**src/sv/otr_pkg.sv**
```systemverilog
// Shared types and constants of the single-wire temperature reader.
package otr_pkg;

  localparam int unsigned CfgIdxW  = 3;
  localparam int unsigned CfgDataW = 20;
  localparam int unsigned CntW     = 20;

  // Register indexes of the configuration port.
  localparam logic [CfgIdxW-1:0] RegResetLow    = 3'd0;
  localparam logic [CfgIdxW-1:0] RegPresWindow  = 3'd1;
  localparam logic [CfgIdxW-1:0] RegPostReset   = 3'd2;
  localparam logic [CfgIdxW-1:0] RegSlotLow     = 3'd3;
  localparam logic [CfgIdxW-1:0] RegWriteHold   = 3'd4;
  localparam logic [CfgIdxW-1:0] RegReadSample  = 3'd5;
  localparam logic [CfgIdxW-1:0] RegReadTail    = 3'd6;
  localparam logic [CfgIdxW-1:0] RegConvertWait = 3'd7;

  // Byte positions within one measurement sequence.
  localparam logic [2:0] ByteIdxFirst    = 3'd0;
  localparam logic [2:0] ByteIdxConvert  = 3'd2;
  localparam logic [2:0] ByteIdxReadLow  = 3'd4;
  localparam logic [2:0] ByteIdxReadHigh = 3'd5;

  // Bus command bytes.
  localparam logic [7:0] CmdSkipRom    = 8'hCC;
  localparam logic [7:0] CmdConvert    = 8'h44;
  localparam logic [7:0] CmdReadScratch = 8'hBE;

  typedef enum logic [10:0] {
    PhIdle     = 11'b000_0000_0001,
    PhRstLow   = 11'b000_0000_0010,
    PhPres     = 11'b000_0000_0100,
    PhPost     = 11'b000_0000_1000,
    PhWLow     = 11'b000_0001_0000,
    PhWHold    = 11'b000_0010_0000,
    PhWRec     = 11'b000_0100_0000,
    PhConv     = 11'b000_1000_0000,
    PhRLow     = 11'b001_0000_0000,
    PhRSample  = 11'b010_0000_0000,
    PhRTail    = 11'b100_0000_0000
  } phase_e;

  typedef struct packed {
    logic [11:0] reset_low_ticks;
    logic [7:0]  presence_window_ticks;
    logic [11:0] post_reset_wait_ticks;
    logic [3:0]  slot_low_ticks;
    logic [7:0]  write_hold_ticks;
    logic [3:0]  read_sample_ticks;
    logic [7:0]  read_tail_ticks;
    logic [19:0] convert_wait_ticks;
  } cfg_t;

  typedef struct packed {
    logic start_req;
    logic line_level;
  } in_t;

  typedef struct packed {
    logic               drive_low;
    logic               busy_res;
    logic               done_res;
    logic               presence_fail;
    logic signed [15:0] reading;
  } out_t;

  // Command byte sent at a given write position of the sequence.
  function automatic logic [7:0] cmd_byte(input logic [1:0] idx);
    logic [7:0] b;
    case (idx)
      2'd0:    b = CmdSkipRom;
      2'd1:    b = CmdConvert;
      2'd2:    b = CmdSkipRom;
      default: b = CmdReadScratch;
    endcase
    return b;
  endfunction

endpackage

```
**src/sv/one_wire_temperature_reader.sv**
```systemverilog
// A result is registered in the output register and shows there in the cycle after its tick request is taken.
// Throughput: one tick request per clock cycle; the input stalls only while a finished
// result is held in the output register and the receiver is stalling it.
// The bus sequence itself is timed in ticks by the configured slot and wait counts.
// Reset is asynchronous and active low: the sequencer returns to idle, timers and captured
// bytes clear, the reading clears to zero and the timing registers take their defaults.
module one_wire_temperature_reader #(
  parameter int unsigned TIMER_BITS = 20
) (
  input  logic                         clk_i,
  input  logic                         rst_ni,
  // Tick requests: start request and sampled line level.
  input  logic                         in_valid_i,
  output logic                         in_stall_o,
  input  otr_pkg::in_t                 in_data_i,
  // Results: line drive, status and the reading.
  output logic                         out_valid_o,
  input  logic                         out_stall_i,
  output otr_pkg::out_t                out_data_o,
  // Timing register writes.
  input  logic                         cfg_we_i,
  input  logic [otr_pkg::CfgIdxW-1:0]  cfg_idx_i,
  input  logic [otr_pkg::CfgDataW-1:0] cfg_wdata_i
);

  otr_pkg::cfg_t cfg;
  otr_pkg::out_t result;
  logic          step;
  logic          full_stall;

  // A request is taken whenever the output register is free or is being emptied
  // in the same cycle, so ticks flow back to back.
  assign in_stall_o = full_stall;
  assign step       = in_valid_i && !full_stall;

  otr_cfg_regs u_cfg (
    .clk_i       (clk_i),
    .rst_ni      (rst_ni),
    .cfg_we_i    (cfg_we_i),
    .cfg_idx_i   (cfg_idx_i),
    .cfg_wdata_i (cfg_wdata_i),
    .cfg_o       (cfg)
  );

  // The sequencer advances by exactly one tick for every request taken.
  otr_seq #(
    .TIMER_BITS (TIMER_BITS)
  ) u_seq (
    .clk_i    (clk_i),
    .rst_ni   (rst_ni),
    .step_i   (step),
    .item_i   (in_data_i),
    .cfg_i    (cfg),
    .result_o (result)
  );

  otr_out_stage u_out (
    .clk_i        (clk_i),
    .rst_ni       (rst_ni),
    .load_i       (step),
    .data_i       (result),
    .out_stall_i  (out_stall_i),
    .full_stall_o (full_stall),
    .out_valid_o  (out_valid_o),
    .out_data_o   (out_data_o)
  );

endmodule

```
**src/sv/otr_cfg_regs.sv**
```systemverilog
// Configuration register bank of the single-wire temperature reader.
module otr_cfg_regs (
  input  logic                         clk_i,
  input  logic                         rst_ni,
  input  logic                         cfg_we_i,
  input  logic [otr_pkg::CfgIdxW-1:0]  cfg_idx_i,
  input  logic [otr_pkg::CfgDataW-1:0] cfg_wdata_i,
  output otr_pkg::cfg_t                cfg_o
);

  otr_pkg::cfg_t cfg_q;

  always_ff @(posedge clk_i or negedge rst_ni) begin
    if (!rst_ni) begin
      cfg_q.reset_low_ticks       <= 12'd750;
      cfg_q.presence_window_ticks <= 8'd90;
      cfg_q.post_reset_wait_ticks <= 12'd1000;
      cfg_q.slot_low_ticks        <= 4'd1;
      cfg_q.write_hold_ticks      <= 8'd70;
      cfg_q.read_sample_ticks     <= 4'd3;
      cfg_q.read_tail_ticks       <= 8'd45;
      cfg_q.convert_wait_ticks    <= 20'd750000;
    end else if (cfg_we_i) begin
      unique case (cfg_idx_i)
        otr_pkg::RegResetLow:    cfg_q.reset_low_ticks       <= cfg_wdata_i[11:0];
        otr_pkg::RegPresWindow:  cfg_q.presence_window_ticks <= cfg_wdata_i[7:0];
        otr_pkg::RegPostReset:   cfg_q.post_reset_wait_ticks <= cfg_wdata_i[11:0];
        otr_pkg::RegSlotLow:     cfg_q.slot_low_ticks        <= cfg_wdata_i[3:0];
        otr_pkg::RegWriteHold:   cfg_q.write_hold_ticks      <= cfg_wdata_i[7:0];
        otr_pkg::RegReadSample:  cfg_q.read_sample_ticks     <= cfg_wdata_i[3:0];
        otr_pkg::RegReadTail:    cfg_q.read_tail_ticks       <= cfg_wdata_i[7:0];
        otr_pkg::RegConvertWait: cfg_q.convert_wait_ticks    <= cfg_wdata_i[19:0];
        default: ;
      endcase
    end
  end

  assign cfg_o = cfg_q;

endmodule

```
**src/sv/otr_seq.sv**
```systemverilog
// Bus sequencer: phase machine, slot timer, bit shifter and reading capture.
module otr_seq #(
  parameter int unsigned TIMER_BITS = 20
) (
  input  logic          clk_i,
  input  logic          rst_ni,
  input  logic          step_i,
  input  otr_pkg::in_t  item_i,
  input  otr_pkg::cfg_t cfg_i,
  output otr_pkg::out_t result_o
);

  otr_pkg::phase_e        phase_q, phase_d;
  logic [TIMER_BITS-1:0]  tick_q, tick_d;
  logic [2:0]             bit_q, bit_d;
  logic [7:0]             shift_q, shift_d;
  logic [7:0]             low_q, low_d;
  logic                   pfail_q, pfail_d;
  logic [15:0]            reading_q, reading_d;
  logic [2:0]             byte_q, byte_d;

  logic                   load;
  logic                   dec;
  logic                   done;
  logic                   expired;
  logic [2:0]             bit_inc;
  logic [2:0]             byte_inc;
  logic [otr_pkg::CntW-1:0] enter_cnt;
  logic [TIMER_BITS-1:0]  enter_sat;

  // Counts beyond the timer's range saturate at its maximum.
  if (TIMER_BITS >= otr_pkg::CntW) begin : g_wide
    assign enter_sat = TIMER_BITS'(enter_cnt);
  end else begin : g_narrow
    assign enter_sat = (|enter_cnt[otr_pkg::CntW-1:TIMER_BITS]) ? '1
                                                                 : enter_cnt[TIMER_BITS-1:0];
  end

  assign expired  = (tick_q <= TIMER_BITS'(1));
  assign bit_inc  = bit_q + 3'd1;
  assign byte_inc = byte_q + 3'd1;

  always_comb begin
    phase_d   = phase_q;
    bit_d     = bit_q;
    shift_d   = shift_q;
    low_d     = low_q;
    pfail_d   = pfail_q;
    reading_d = reading_q;
    byte_d    = byte_q;
    load      = 1'b0;
    dec       = 1'b0;
    done      = 1'b0;
    enter_cnt = '0;

    unique case (phase_q)
      otr_pkg::PhIdle: begin
        if (item_i.start_req) begin
          pfail_d   = 1'b0;
          byte_d    = otr_pkg::ByteIdxFirst;
          phase_d   = otr_pkg::PhRstLow;
          load      = 1'b1;
          enter_cnt = otr_pkg::CntW'(cfg_i.reset_low_ticks);
        end
      end
      otr_pkg::PhRstLow: begin
        if (expired) begin
          phase_d   = otr_pkg::PhPres;
          load      = 1'b1;
          enter_cnt = otr_pkg::CntW'(cfg_i.presence_window_ticks);
        end else begin
          dec = 1'b1;
        end
      end
      otr_pkg::PhPres: begin
        // A low line on any tick of the window counts as presence.
        if (!item_i.line_level || expired) begin
          if (item_i.line_level) begin
            pfail_d = 1'b1;
          end
          phase_d   = otr_pkg::PhPost;
          load      = 1'b1;
          enter_cnt = otr_pkg::CntW'(cfg_i.post_reset_wait_ticks);
        end else begin
          dec = 1'b1;
        end
      end
      otr_pkg::PhPost: begin
        if (expired) begin
          shift_d   = otr_pkg::cmd_byte(byte_q[1:0]);
          bit_d     = 3'd0;
          phase_d   = otr_pkg::PhWLow;
          load      = 1'b1;
          enter_cnt = otr_pkg::CntW'(cfg_i.slot_low_ticks);
        end else begin
          dec = 1'b1;
        end
      end
      otr_pkg::PhWLow: begin
        if (expired) begin
          phase_d   = otr_pkg::PhWHold;
          load      = 1'b1;
          enter_cnt = otr_pkg::CntW'(cfg_i.write_hold_ticks);
        end else begin
          dec = 1'b1;
        end
      end
      otr_pkg::PhWHold: begin
        if (expired) begin
          phase_d   = otr_pkg::PhWRec;
          load      = 1'b1;
          enter_cnt = otr_pkg::CntW'(1);
        end else begin
          dec = 1'b1;
        end
      end
      otr_pkg::PhWRec: begin
        // Recovery lasts one tick, then the next bit, byte or conversion wait.
        shift_d = {1'b0, shift_q[7:1]};
        bit_d   = bit_inc;
        load    = 1'b1;
        if (bit_inc != 3'd0) begin
          phase_d   = otr_pkg::PhWLow;
          enter_cnt = otr_pkg::CntW'(cfg_i.slot_low_ticks);
        end else begin
          byte_d = byte_inc;
          if (byte_inc == otr_pkg::ByteIdxConvert) begin
            phase_d   = otr_pkg::PhConv;
            enter_cnt = cfg_i.convert_wait_ticks;
          end else if (byte_inc >= otr_pkg::ByteIdxReadLow) begin
            byte_d    = otr_pkg::ByteIdxReadLow;
            shift_d   = 8'd0;
            bit_d     = 3'd0;
            phase_d   = otr_pkg::PhRLow;
            enter_cnt = otr_pkg::CntW'(cfg_i.slot_low_ticks);
          end else begin
            shift_d   = otr_pkg::cmd_byte(byte_inc[1:0]);
            bit_d     = 3'd0;
            phase_d   = otr_pkg::PhWLow;
            enter_cnt = otr_pkg::CntW'(cfg_i.slot_low_ticks);
          end
        end
      end
      otr_pkg::PhConv: begin
        if (expired) begin
          byte_d    = otr_pkg::ByteIdxConvert;
          phase_d   = otr_pkg::PhRstLow;
          load      = 1'b1;
          enter_cnt = otr_pkg::CntW'(cfg_i.reset_low_ticks);
        end else begin
          dec = 1'b1;
        end
      end
      otr_pkg::PhRLow: begin
        if (expired) begin
          phase_d   = otr_pkg::PhRSample;
          load      = 1'b1;
          enter_cnt = otr_pkg::CntW'(cfg_i.read_sample_ticks);
        end else begin
          dec = 1'b1;
        end
      end
      otr_pkg::PhRSample: begin
        if (expired) begin
          shift_d   = {item_i.line_level, shift_q[7:1]};
          phase_d   = otr_pkg::PhRTail;
          load      = 1'b1;
          enter_cnt = otr_pkg::CntW'(cfg_i.read_tail_ticks);
        end else begin
          dec = 1'b1;
        end
      end
      otr_pkg::PhRTail: begin
        if (expired) begin
          bit_d = bit_inc;
          load  = 1'b1;
          if (bit_inc != 3'd0) begin
            phase_d   = otr_pkg::PhRLow;
            enter_cnt = otr_pkg::CntW'(cfg_i.slot_low_ticks);
          end else if (byte_q == otr_pkg::ByteIdxReadLow) begin
            low_d     = shift_q;
            shift_d   = 8'd0;
            byte_d    = otr_pkg::ByteIdxReadHigh;
            phase_d   = otr_pkg::PhRLow;
            enter_cnt = otr_pkg::CntW'(cfg_i.slot_low_ticks);
          end else begin
            reading_d = {shift_q, low_q};
            done      = 1'b1;
            byte_d    = otr_pkg::ByteIdxFirst;
            phase_d   = otr_pkg::PhIdle;
          end
        end else begin
          dec = 1'b1;
        end
      end
      default: begin
        phase_d = otr_pkg::PhIdle;
        load    = 1'b1;
      end
    endcase
  end

  always_comb begin
    if (load) begin
      tick_d = enter_sat;
    end else if (dec) begin
      tick_d = tick_q - TIMER_BITS'(1);
    end else begin
      tick_d = tick_q;
    end
  end

  always_ff @(posedge clk_i or negedge rst_ni) begin
    if (!rst_ni) begin
      phase_q   <= otr_pkg::PhIdle;
      tick_q    <= '0;
      bit_q     <= 3'd0;
      shift_q   <= 8'd0;
      low_q     <= 8'd0;
      pfail_q   <= 1'b0;
      reading_q <= 16'd0;
      byte_q    <= otr_pkg::ByteIdxFirst;
    end else if (step_i) begin
      phase_q   <= phase_d;
      tick_q    <= tick_d;
      bit_q     <= bit_d;
      shift_q   <= shift_d;
      low_q     <= low_d;
      pfail_q   <= pfail_d;
      reading_q <= reading_d;
      byte_q    <= byte_d;
    end
  end

  // The result reflects the state after this tick's update.
  always_comb begin
    result_o.drive_low = (phase_d == otr_pkg::PhRstLow) || (phase_d == otr_pkg::PhWLow) ||
                         (phase_d == otr_pkg::PhRLow) ||
                         ((phase_d == otr_pkg::PhWHold) && !shift_d[0]);
    result_o.busy_res      = (phase_d != otr_pkg::PhIdle);
    result_o.done_res      = done;
    result_o.presence_fail = pfail_d;
    result_o.reading       = reading_d;
  end

endmodule

```
**src/sv/otr_out_stage.sv**
```systemverilog
// Output register that holds one result until the receiver takes it.
module otr_out_stage (
  input  logic          clk_i,
  input  logic          rst_ni,
  input  logic          load_i,
  input  otr_pkg::out_t data_i,
  input  logic          out_stall_i,
  output logic          full_stall_o,
  output logic          out_valid_o,
  output otr_pkg::out_t out_data_o
);

  logic          valid_q, valid_d;
  otr_pkg::out_t data_q;

  assign valid_d      = load_i || (valid_q && out_stall_i);
  assign full_stall_o = valid_q && out_stall_i;

  always_ff @(posedge clk_i or negedge rst_ni) begin
    if (!rst_ni) begin
      valid_q <= 1'b0;
    end else begin
      valid_q <= valid_d;
    end
  end

  always_ff @(posedge clk_i) begin
    if (load_i) begin
      data_q <= data_i;
    end
  end

  assign out_valid_o = valid_q;
  assign out_data_o  = data_q;

endmodule

```
**config.mk**
```make
export PLATFORM = sky130hd
export DESIGN_NAME = one_wire_temperature_reader
export DESIGN_NICKNAME = d
export VERILOG_FILES = /design/src/sv/otr_pkg.sv /design/src/sv/one_wire_temperature_reader.sv /design/src/sv/otr_cfg_regs.sv /design/src/sv/otr_seq.sv /design/src/sv/otr_out_stage.sv
export SDC_FILE = /design/constraint.sdc
export NUM_CORES = 1
export LEC_CHECK = 0
export BUFFER_PORTS_ARGS = -buffer_cell sky130_fd_sc_hd__buf_2
export CAP_MARGIN = 20
export CORE_ASPECT_RATIO = 0.8
export CORE_MARGIN = 2
export CORE_UTILIZATION = 60
export CTS_CLUSTER_SIZE = 30
export DETAILED_ROUTE_END_ITERATION = 7
export GPL_TIMING_DRIVEN = 0
export HOLD_SLACK_MARGIN = 0.08
export PLACE_DENSITY_LB_ADDON = 0.1
export SKIP_LAST_GASP = 1
export SYNTH_ARGS = -nofsm -noshare
export SYNTH_HDL_FRONTEND = slang
export SYNTH_SLANG_ARGS = --single-unit
```
**constraint.sdc**
```tcl
create_clock -name clk_i -period 6.1 [get_ports clk_i]
set_clock_uncertainty 0.2 [all_clocks]
set_input_delay 1.525 -clock clk_i [delete_from_list [all_inputs] [get_ports clk_i]]
set_output_delay 1.525 -clock clk_i [all_outputs]
set_load 0.02 [all_outputs]
```
==> results of run 1 <==
## layout make-up
cell class | count | area [sq um]
sequential | 167 | 4330
inverter | 20 | 75.1
clock inverter | 13 | 160
timing repair buffer | 55 | 324
clock buffer | 19 | 454
tap | 180 | 225
buffer | 40 | 211
fill | 1021 | 4050
multi-input combinational | 559 | 3920
## power groups by stage
stage / logic [W] / registers, W / clock network [W]
finish: 0.000958 / 0.00150 / 0.00112
floorplan: 0.000648 / 0.00148 / 0
global route: 0.00104 / 0.00152 / 0.00117
global placement: 0.000898 / 0.00150 / 0
detailed placement: 0.000925 / 0.00151 / 0
CTS: 0.000934 / 0.00150 / 0.00113
## how the worst max path moves through the flow
stage                                         to                         start  cells past startpoint  slack (ns)
finish               u_seq.tick_q[3]$_DFFE_PN0P_  u_seq.tick_q[12]$_DFFE_PN0P_                      7        2.30
global route         u_seq.tick_q[3]$_DFFE_PN0P_  u_seq.tick_q[12]$_DFFE_PN0P_                      7        2.16
CTS                  u_seq.tick_q[3]$_DFFE_PN0P_  u_seq.tick_q[12]$_DFFE_PN0P_                      7        2.43
detailed placement  u_seq.phase_q[8]$_DFFE_PN0P_                  in_data_i[1]                      8        2.08
global placement    u_seq.tick_q[14]$_DFFE_PN0P_                        rst_ni                      1        1.33
floorplan                             in_stall_o                   out_stall_i                      2        2.64
## metal layers
| layer | vias to the layer above | GRT usage | wire length [um] |
|---|---|---|---|
| li1 | 3068 | - | - |
| met1 | 3453 | 0.500 | 10600 |
| met2 | 354 | 0.478 | 10500 |
| met3 | 38 | 0.0652 | 2040 |
| met4 | 0 | 0.117 | 428 |
| met5 | - | 0 | 0 |
## sequential cells by signal, indices dropped and copies added, names as in the netlist
signal	cells
u_seq.bit_q	3
u_seq.phase_q	11
u_out.out_data_o	20
u_seq.shift_q	8
u_seq.tick_q	20
u_seq.pfail_q	1
u_seq.byte_q	3
u_seq.low_q	8
u_cfg.cfg_o	76
u_out.out_valid_o	1
u_seq.reading_q	16
## synthesized netlist by cell type, types with 4 or more instances
cell and count:
nand3_1 18, ha_1 8, or4_1 8, nor4_1 11, a32oi_1 4, nor2b_1 4
o21ai_0 45, a22oi_1 7, mux2_2 94, buf_6 6, clkbuf_1 27, a222oi_1 9
and3_1 6, a221o_1 4, edfxtp_1 20, a21o_1 8, nand2b_1 6, mux2_4 4
nor2_1 42, a21oi_1 25, o211ai_1 5, inv_1 20, nor3_1 20, a22o_1 9
a211oi_1 10, or4_4 5, nand2_1 110, dfstp_2 38, dfrtp_1 109, a31oi_1 8
mux2i_1 4, nand4_1 7
## stage by stage
stage / hold slack (ns) / util / total power, W / cells / worst slack, ns
floorplan: 0.242 / - / 0.00213 / 786 / 2.64
global placement: 0.255 / 0.655 / 0.00240 / 1015 / 1.33
detailed placement: 0.263 / 0.661 / 0.00244 / 1021 / 2.08
CTS: 0.281 / 0.705 / 0.00356 / 1053 / 2.43
global route: 0.292 / 0.705 / 0.00373 / 1053 / 2.16
finish: 0.278 / 0.705 / 0.00358 / 1053 / 2.30
## kinds of logic (layout without fill, tap and decap cells)
kind of cell / Yosys count / after routing
AOI/OAI and AO/OA: 173 / 173
adders and majority gates: 8 / 8
DFF: 167 / 167
muxes: 103 / 103
xor gates and xnor gates: 6 / 6
buffers and inverters: 60 / 147
and+or+nand+nor: 269 / 269
## worst min-delay path, delay by kind of cell (launching register included)
kind | cells | cell delay (ns)
flops | 1 | 0.34
simple gates | 2 | 0.11
==> flow_metrics.env, run 1 <==
export IMPL_rr_worst_depth=7
export IMPL_grt_max_degree=77
export IMPL_hold_viol=0
export IMPL_io_buffers=49
export IMPL_crit_family="compound AO/OA/AOI/OAI gates"
export IMPL_path_class="reg2reg"
export IMPL_drc=0
export IMPL_insertion_delay_ns=0.44
export IMPL_relSlewSlack=0.286
export IMPL_drive_gt1_frac=0.300
export IMPL_crit_slowest_cell="o31ai_1"
export IMPL_postSynthAreaPerCell_sq_um=10.9
export IMPL_cts_root_buffer="clkbuf_16"
export IMPL_yosysUniqueCellTypes=78
export IMPL_synthFlopType="dfrtp_1"
export IMPL_cts_tree="built"
export IMPL_synth_compound_area_frac=0.142
export IMPL_dieWidth_um=137
export IMPL_final_area_sq_um=9690
export IMPL_min_period_ns=3.80
export IMPL_final_common_cell="nand2_1"
export IMPL_rsz0062_at_grt="false"
export IMPL_wl_um=23600
export IMPL_drv_cap=0
export IMPL_synth_edf_count=20
export IMPL_grt_pass1_wl_um=38200
export IMPL_syn_to_final_growth_pct=13.6
export IMPL_synth_seq_cells=167
export IMPL_worstPathRequired_ns=6.26
export IMPL_grt_overflow=0
export IMPL_power_density_nw_per_um2=369
export IMPL_synth_cells=786
export IMPL_synth_top_area_cell="dfrtp_1"
export IMPL_synthMuxAreaShare=0.137
export IMPL_synth_cell_area_sq_um=8530
export IMPL_nets=898
export IMPL_drv_slew=0
export IMPL_num_vias=6913
export IMPL_status="complete, no violations"
export IMPL_path_max_fanout=8
export IMPL_hold_start="u_seq.reading_q[8]$_DFFE_PN0P_"
export IMPL_cts_clk_slew_worst_paths_ns=0.07
export IMPL_grt_pass1_vias=6791
export IMPL_antenna_left=0
export IMPL_async_flop_share=0.880
export IMPL_finalWeightedCongestion=0.951
export IMPL_power_internal_w=0.00236
export IMPL_post_cts_setup_buffers=0
export IMPL_die_area_sq_um=15200
export IMPL_fmax_mhz=263
export IMPL_synth_top_family_by_area="simple AND/OR/NAND/NOR gates"
export IMPL_r2r_end="u_seq.tick_q[3]$_DFFE_PN0P_"
export IMPL_rows=38
export IMPL_first_pass_iters=6
export IMPL_postPlaceCellArea_sq_um=9080
export IMPL_fin_crit_sh=0.623
export IMPL_drt_iter0_markers=724
export IMPL_ys_warnings_count=0
export IMPL_p_leak_nw=4.19
export IMPL_antenna_found_initial=0
export IMPL_worstMarginPinSlew_ns=1.06
export IMPL_whs_path_depth=2
export IMPL_vias_per_cell=6.57
export IMPL_setup_viol=0
export IMPL_fin_setup_tns_ns=0
export IMPL_synth_top_area_share=0.320
export IMPL_pwr_share_clk=0.312
export IMPL_seqPwrFrac=0.420
export IMPL_swShare=0.341
export IMPL_n_antenna_cell=0
export IMPL_p_switching_w=0.00122
export IMPL_io_pins=52
export IMPL_rrSetupSlack_ns=2.30
export IMPL_seq_area_frac_synth=0.507
export IMPL_hold_class="reg2reg"
export IMPL_layout_common_cells="nand2_1 (110), dfrtp_1 (109), mux2_2 (94), buf_2 (52), o21ai_0 (45)"
export IMPL_route_detailed_wl_per_inst_um=22.4
export IMPL_cp_start_kind="register"
export IMPL_comb_power_share=0.268
export IMPL_synth_fa_ha_area_frac=0.0117
export IMPL_cts_resized=0
export IMPL_cts_sinks=167
export IMPL_dp_hpwl_um=16900
export IMPL_start_util=0.621
export IMPL_cts_max_level=4
export IMPL_hold_end="u_seq.reading_q[8]$_DFFE_PN0P_"
export IMPL_slowest_delay_ns=1.03
export IMPL_endpoint_kind="register"
export IMPL_crit_chain="nor3_1 -> o211a_1 -> nand4_2 -> o31ai_1 -> a222oi_1 -> and3_1 -> nor3_2"
export IMPL_grt_total_usage=0.332
export IMPL_fp_dieH_um=111
export IMPL_synthSimpleGateAreaFrac=0.162
export IMPL_synth_xor_area_frac=0.00616
export IMPL_synth_nets=824
export IMPL_ys_top_cells_by_area="dfrtp_1 (32%), mux2_2 (12%), dfstp_2 (12%), edfxtp_1 (7.0%), nand2_1 (4.8%)"
export IMPL_r2r_start="u_seq.tick_q[12]$_DFFE_PN0P_"
export IMPL_crit_buf_inv=0
export IMPL_cts_hold_buf=0
export IMPL_irDropWorstVdd_mv=0.235
export IMPL_critPathArrivalTime_ns=3.96
export IMPL_clk_path_buf_depth=2
export IMPL_core_sq_um=13700
export IMPL_numCtsBuffers=17
Power figures use the tool's default switching activity.
==> run 2: changes to the inputs <==
==> constraint.sdc (replaced) <==
create_clock -name clk_i -period 3.7 [get_ports clk_i]
set_clock_uncertainty 0.2 [all_clocks]
set_input_delay 0.925 -clock clk_i [delete_from_list [all_inputs] [get_ports clk_i]]
set_output_delay 0.925 -clock clk_i [all_outputs]
set_load 0.02 [all_outputs]
==> run 2 against run 1 <==
Fmax rose by 7.4%. Total power grew 65%. Cell count did not move. Utilization grew 0.14 points. Worst hold slack lost 0.0012 ns. Largest power group unchanged. Clock power rose by 65%. Sequential cell count did not move. Routed wire length grew 0.26%. Cell area is 0.19% higher. Register-to-register slack worse by 2.1 ns. Global-route usage did not move. Critical path type unchanged. Combinational power grew 65%.
==> flow_metrics.env, run 2 (synthesis results as in run 1) <==
export IMPL_comb_power_share=0.268
export IMPL_start_util=0.621
export IMPL_core_sq_um=13700
export IMPL_largest_reg_flops=76
export IMPL_final_area_sq_um=9710
export IMPL_antenna_found_initial=0
export IMPL_grt_max_degree=77
export IMPL_fin_crit_sh=0.957
export IMPL_grt_pass1_vias=6791
export IMPL_endpoint_kind="register"
export IMPL_rr_worst_depth=6
export IMPL_r2r_start="u_seq.phase_q[1]$_DFFE_PN0P_"
export IMPL_drv_cap=0
export IMPL_power_internal_w=0.00389
export IMPL_die_area_sq_um=15200
export IMPL_p_switching_w=0.00202
export IMPL_first_pass_iters=5
export IMPL_whs_ns=0.276
export IMPL_dieWidth_um=137
export IMPL_nets=898
export IMPL_grt_pass1_wl_um=38200
export IMPL_hold_class="in2async"
export IMPL_cp_start_kind="register"
export IMPL_antenna_left=0
export IMPL_finalWeightedCongestion=0.951
export IMPL_n_antenna_cell=0
export IMPL_cts_root_buffer="clkbuf_16"
export IMPL_grt_overflow=0
export IMPL_relSlewSlack=0.339
export IMPL_num_vias=6897
export IMPL_drt_iter0_markers=649
export IMPL_worstMarginPinSlew_ns=0.988
export IMPL_worstSetupStartpoint="u_seq.phase_q[1]$_DFFE_PN0P_"
export IMPL_hold_viol=0
export IMPL_numCtsBuffers=17
export IMPL_drv_slew=0
export IMPL_cts_tree="built"
export IMPL_wl_um=23700
export IMPL_fp_dieH_um=111
export IMPL_cts_clk_slew_worst_paths_ns=0.07
export IMPL_min_period_ns=3.54
export IMPL_setup_viol=0
export IMPL_dp_hpwl_um=16900
export IMPL_post_cts_setup_buffers=0
export IMPL_rsz0062_at_grt="false"
export IMPL_num_fill_cells=1016
export IMPL_vias_per_cell=6.55
export IMPL_rows=38
export IMPL_critPathArrivalTime_ns=3.52
export IMPL_cts_sinks=167
export IMPL_seqPwrFrac=0.419
export IMPL_drive_gt1_frac=0.307
export IMPL_route_detailed_wl_per_inst_um=22.5
export IMPL_swShare=0.341
export IMPL_fmax_mhz=283
export IMPL_grt_total_usage=0.332
export IMPL_postPlaceCellArea_sq_um=9080
export IMPL_rrSetupSlack_ns=0.16
export IMPL_r2r_end="u_out.out_data_o[6]$_DFFE_PP_"
export IMPL_pwr_share_clk=0.312
export IMPL_status="complete, no violations"
export IMPL_layout_common_cells="nand2_1 (110), dfrtp_1 (109), mux2_2 (94), buf_2 (52), o21ai_0 (45)"
export IMPL_p_leak_nw=4.20
export IMPL_syn_to_final_growth_pct=13.9
export IMPL_drc=0
export IMPL_path_max_fanout=10
export IMPL_worstPathRequired_ns=3.68
export IMPL_io_buffers=49
export IMPL_final_common_cell="nand2_1"
export IMPL_cts_max_level=4
export IMPL_cp_endpoint="u_out.out_data_o[6]$_DFFE_PP_"
export IMPL_clk_path_buf_depth=2
export IMPL_insertion_delay_ns=0.44
export IMPL_io_pins=52
export IMPL_path_class="reg2reg"
export IMPL_irDropWorstVdd_mv=0.390
export IMPL_power_density_nw_per_um2=608
## run 2: cell types whose count changed in the layout (fill, tap and decap cells not counted)
cell,delta
a21oi_1,-1
a21oi_2,+1
clkbuf_1,-2
clkbuf_2,+2
nor2_1,-1
nor2_2,+1
nor3_1,-1
nor3_2,+1
o31ai_1,-1
o31ai_2,+1
## run 2: worst max-delay path: stages, from the launching register on
cell,delay [ns]
dfrtp_1,0.45
nor4_1,0.60
buf_2,0.34
nand4_1,0.32
nor3_2,0.68
buf_4,0.33
mux2_2,0.37
## run 2: area by class of cell
| cell class | instances | area (sq um) | area share |
|---|---|---|---|
| Sequential cell | 167 | 4330 | 0.446 |
| Tap cell | 180 | 225 | 0.0232 |
| Inverter | 20 | 75.1 | 0.00773 |
| Timing Repair Buffer | 55 | 324 | 0.0334 |
| Clock buffer | 19 | 454 | 0.0468 |
| Buffer | 40 | 214 | 0.0220 |
| Multi-Input combinational cell | 559 | 3930 | 0.405 |
| Clock inverter | 13 | 160 | 0.0165 |
## run 2: worst min-delay path by stage
stage	from	endpoint	slack, ns
2_1_floorplan	u_seq.reading_q[15]$_DFFE_PN0P_	u_seq.reading_q[15]$_DFFE_PN0P_	0.24
3_3_place_gp	u_seq.reading_q[12]$_DFFE_PN0P_	u_seq.reading_q[12]$_DFFE_PN0P_	0.25
3_5_place_dp	u_seq.reading_q[6]$_DFFE_PN0P_	u_seq.reading_q[6]$_DFFE_PN0P_	0.26
4_1_cts	u_seq.reading_q[6]$_DFFE_PN0P_	u_seq.reading_q[6]$_DFFE_PN0P_	0.28
5_1_grt	u_seq.reading_q[2]$_DFFE_PN0P_	u_seq.reading_q[2]$_DFFE_PN0P_	0.29
6_report	rst_ni	u_cfg.cfg_o[31]$_DFFE_PN0P_	0.28
## run 2: routing by layer
metal / vias to the layer above / wire length (um) / global-route usage
met5: - / 0 / 0
met4: 0 / 454 / 0.117
met3: 37 / 1920 / 0.0652
met2: 321 / 10600 / 0.478
met1: 3470 / 10600 / 0.500
li1: 3069 / - / -
## run 2: timing repair
item | CTS | global route
resized for setup | 0 | 8
hold buffers | 0 | 0
endpoints found under the setup margin | 0 | 8
## run 2: stage by stage
step	setup TNS (ns)	power [W]	utilization	worst slack, ns	cells
after global routing	0	0.00616	0.707	0.0269	1053
after CTS	0	0.00586	0.705	0.0263	1053
after global placement	-50.31	0.00395	0.655	-0.465	1015
final	0	0.00591	0.707	0.161	1053
after detailed placement	0	0.00402	0.661	0.123	1021
after floorplan	0	0.00351	-	0.916	786
## run 2: power groups by stage
stage	Combinational, W	Clock (W)	Sequential, W
after CTS	0.00154	0.00186	0.00247
final	0.00158	0.00185	0.00248
after detailed placement	0.00153	0	0.00250
after global routing	0.00172	0.00193	0.00251
after global placement	0.00148	0	0.00247
after floorplan	0.00107	0	0.00244
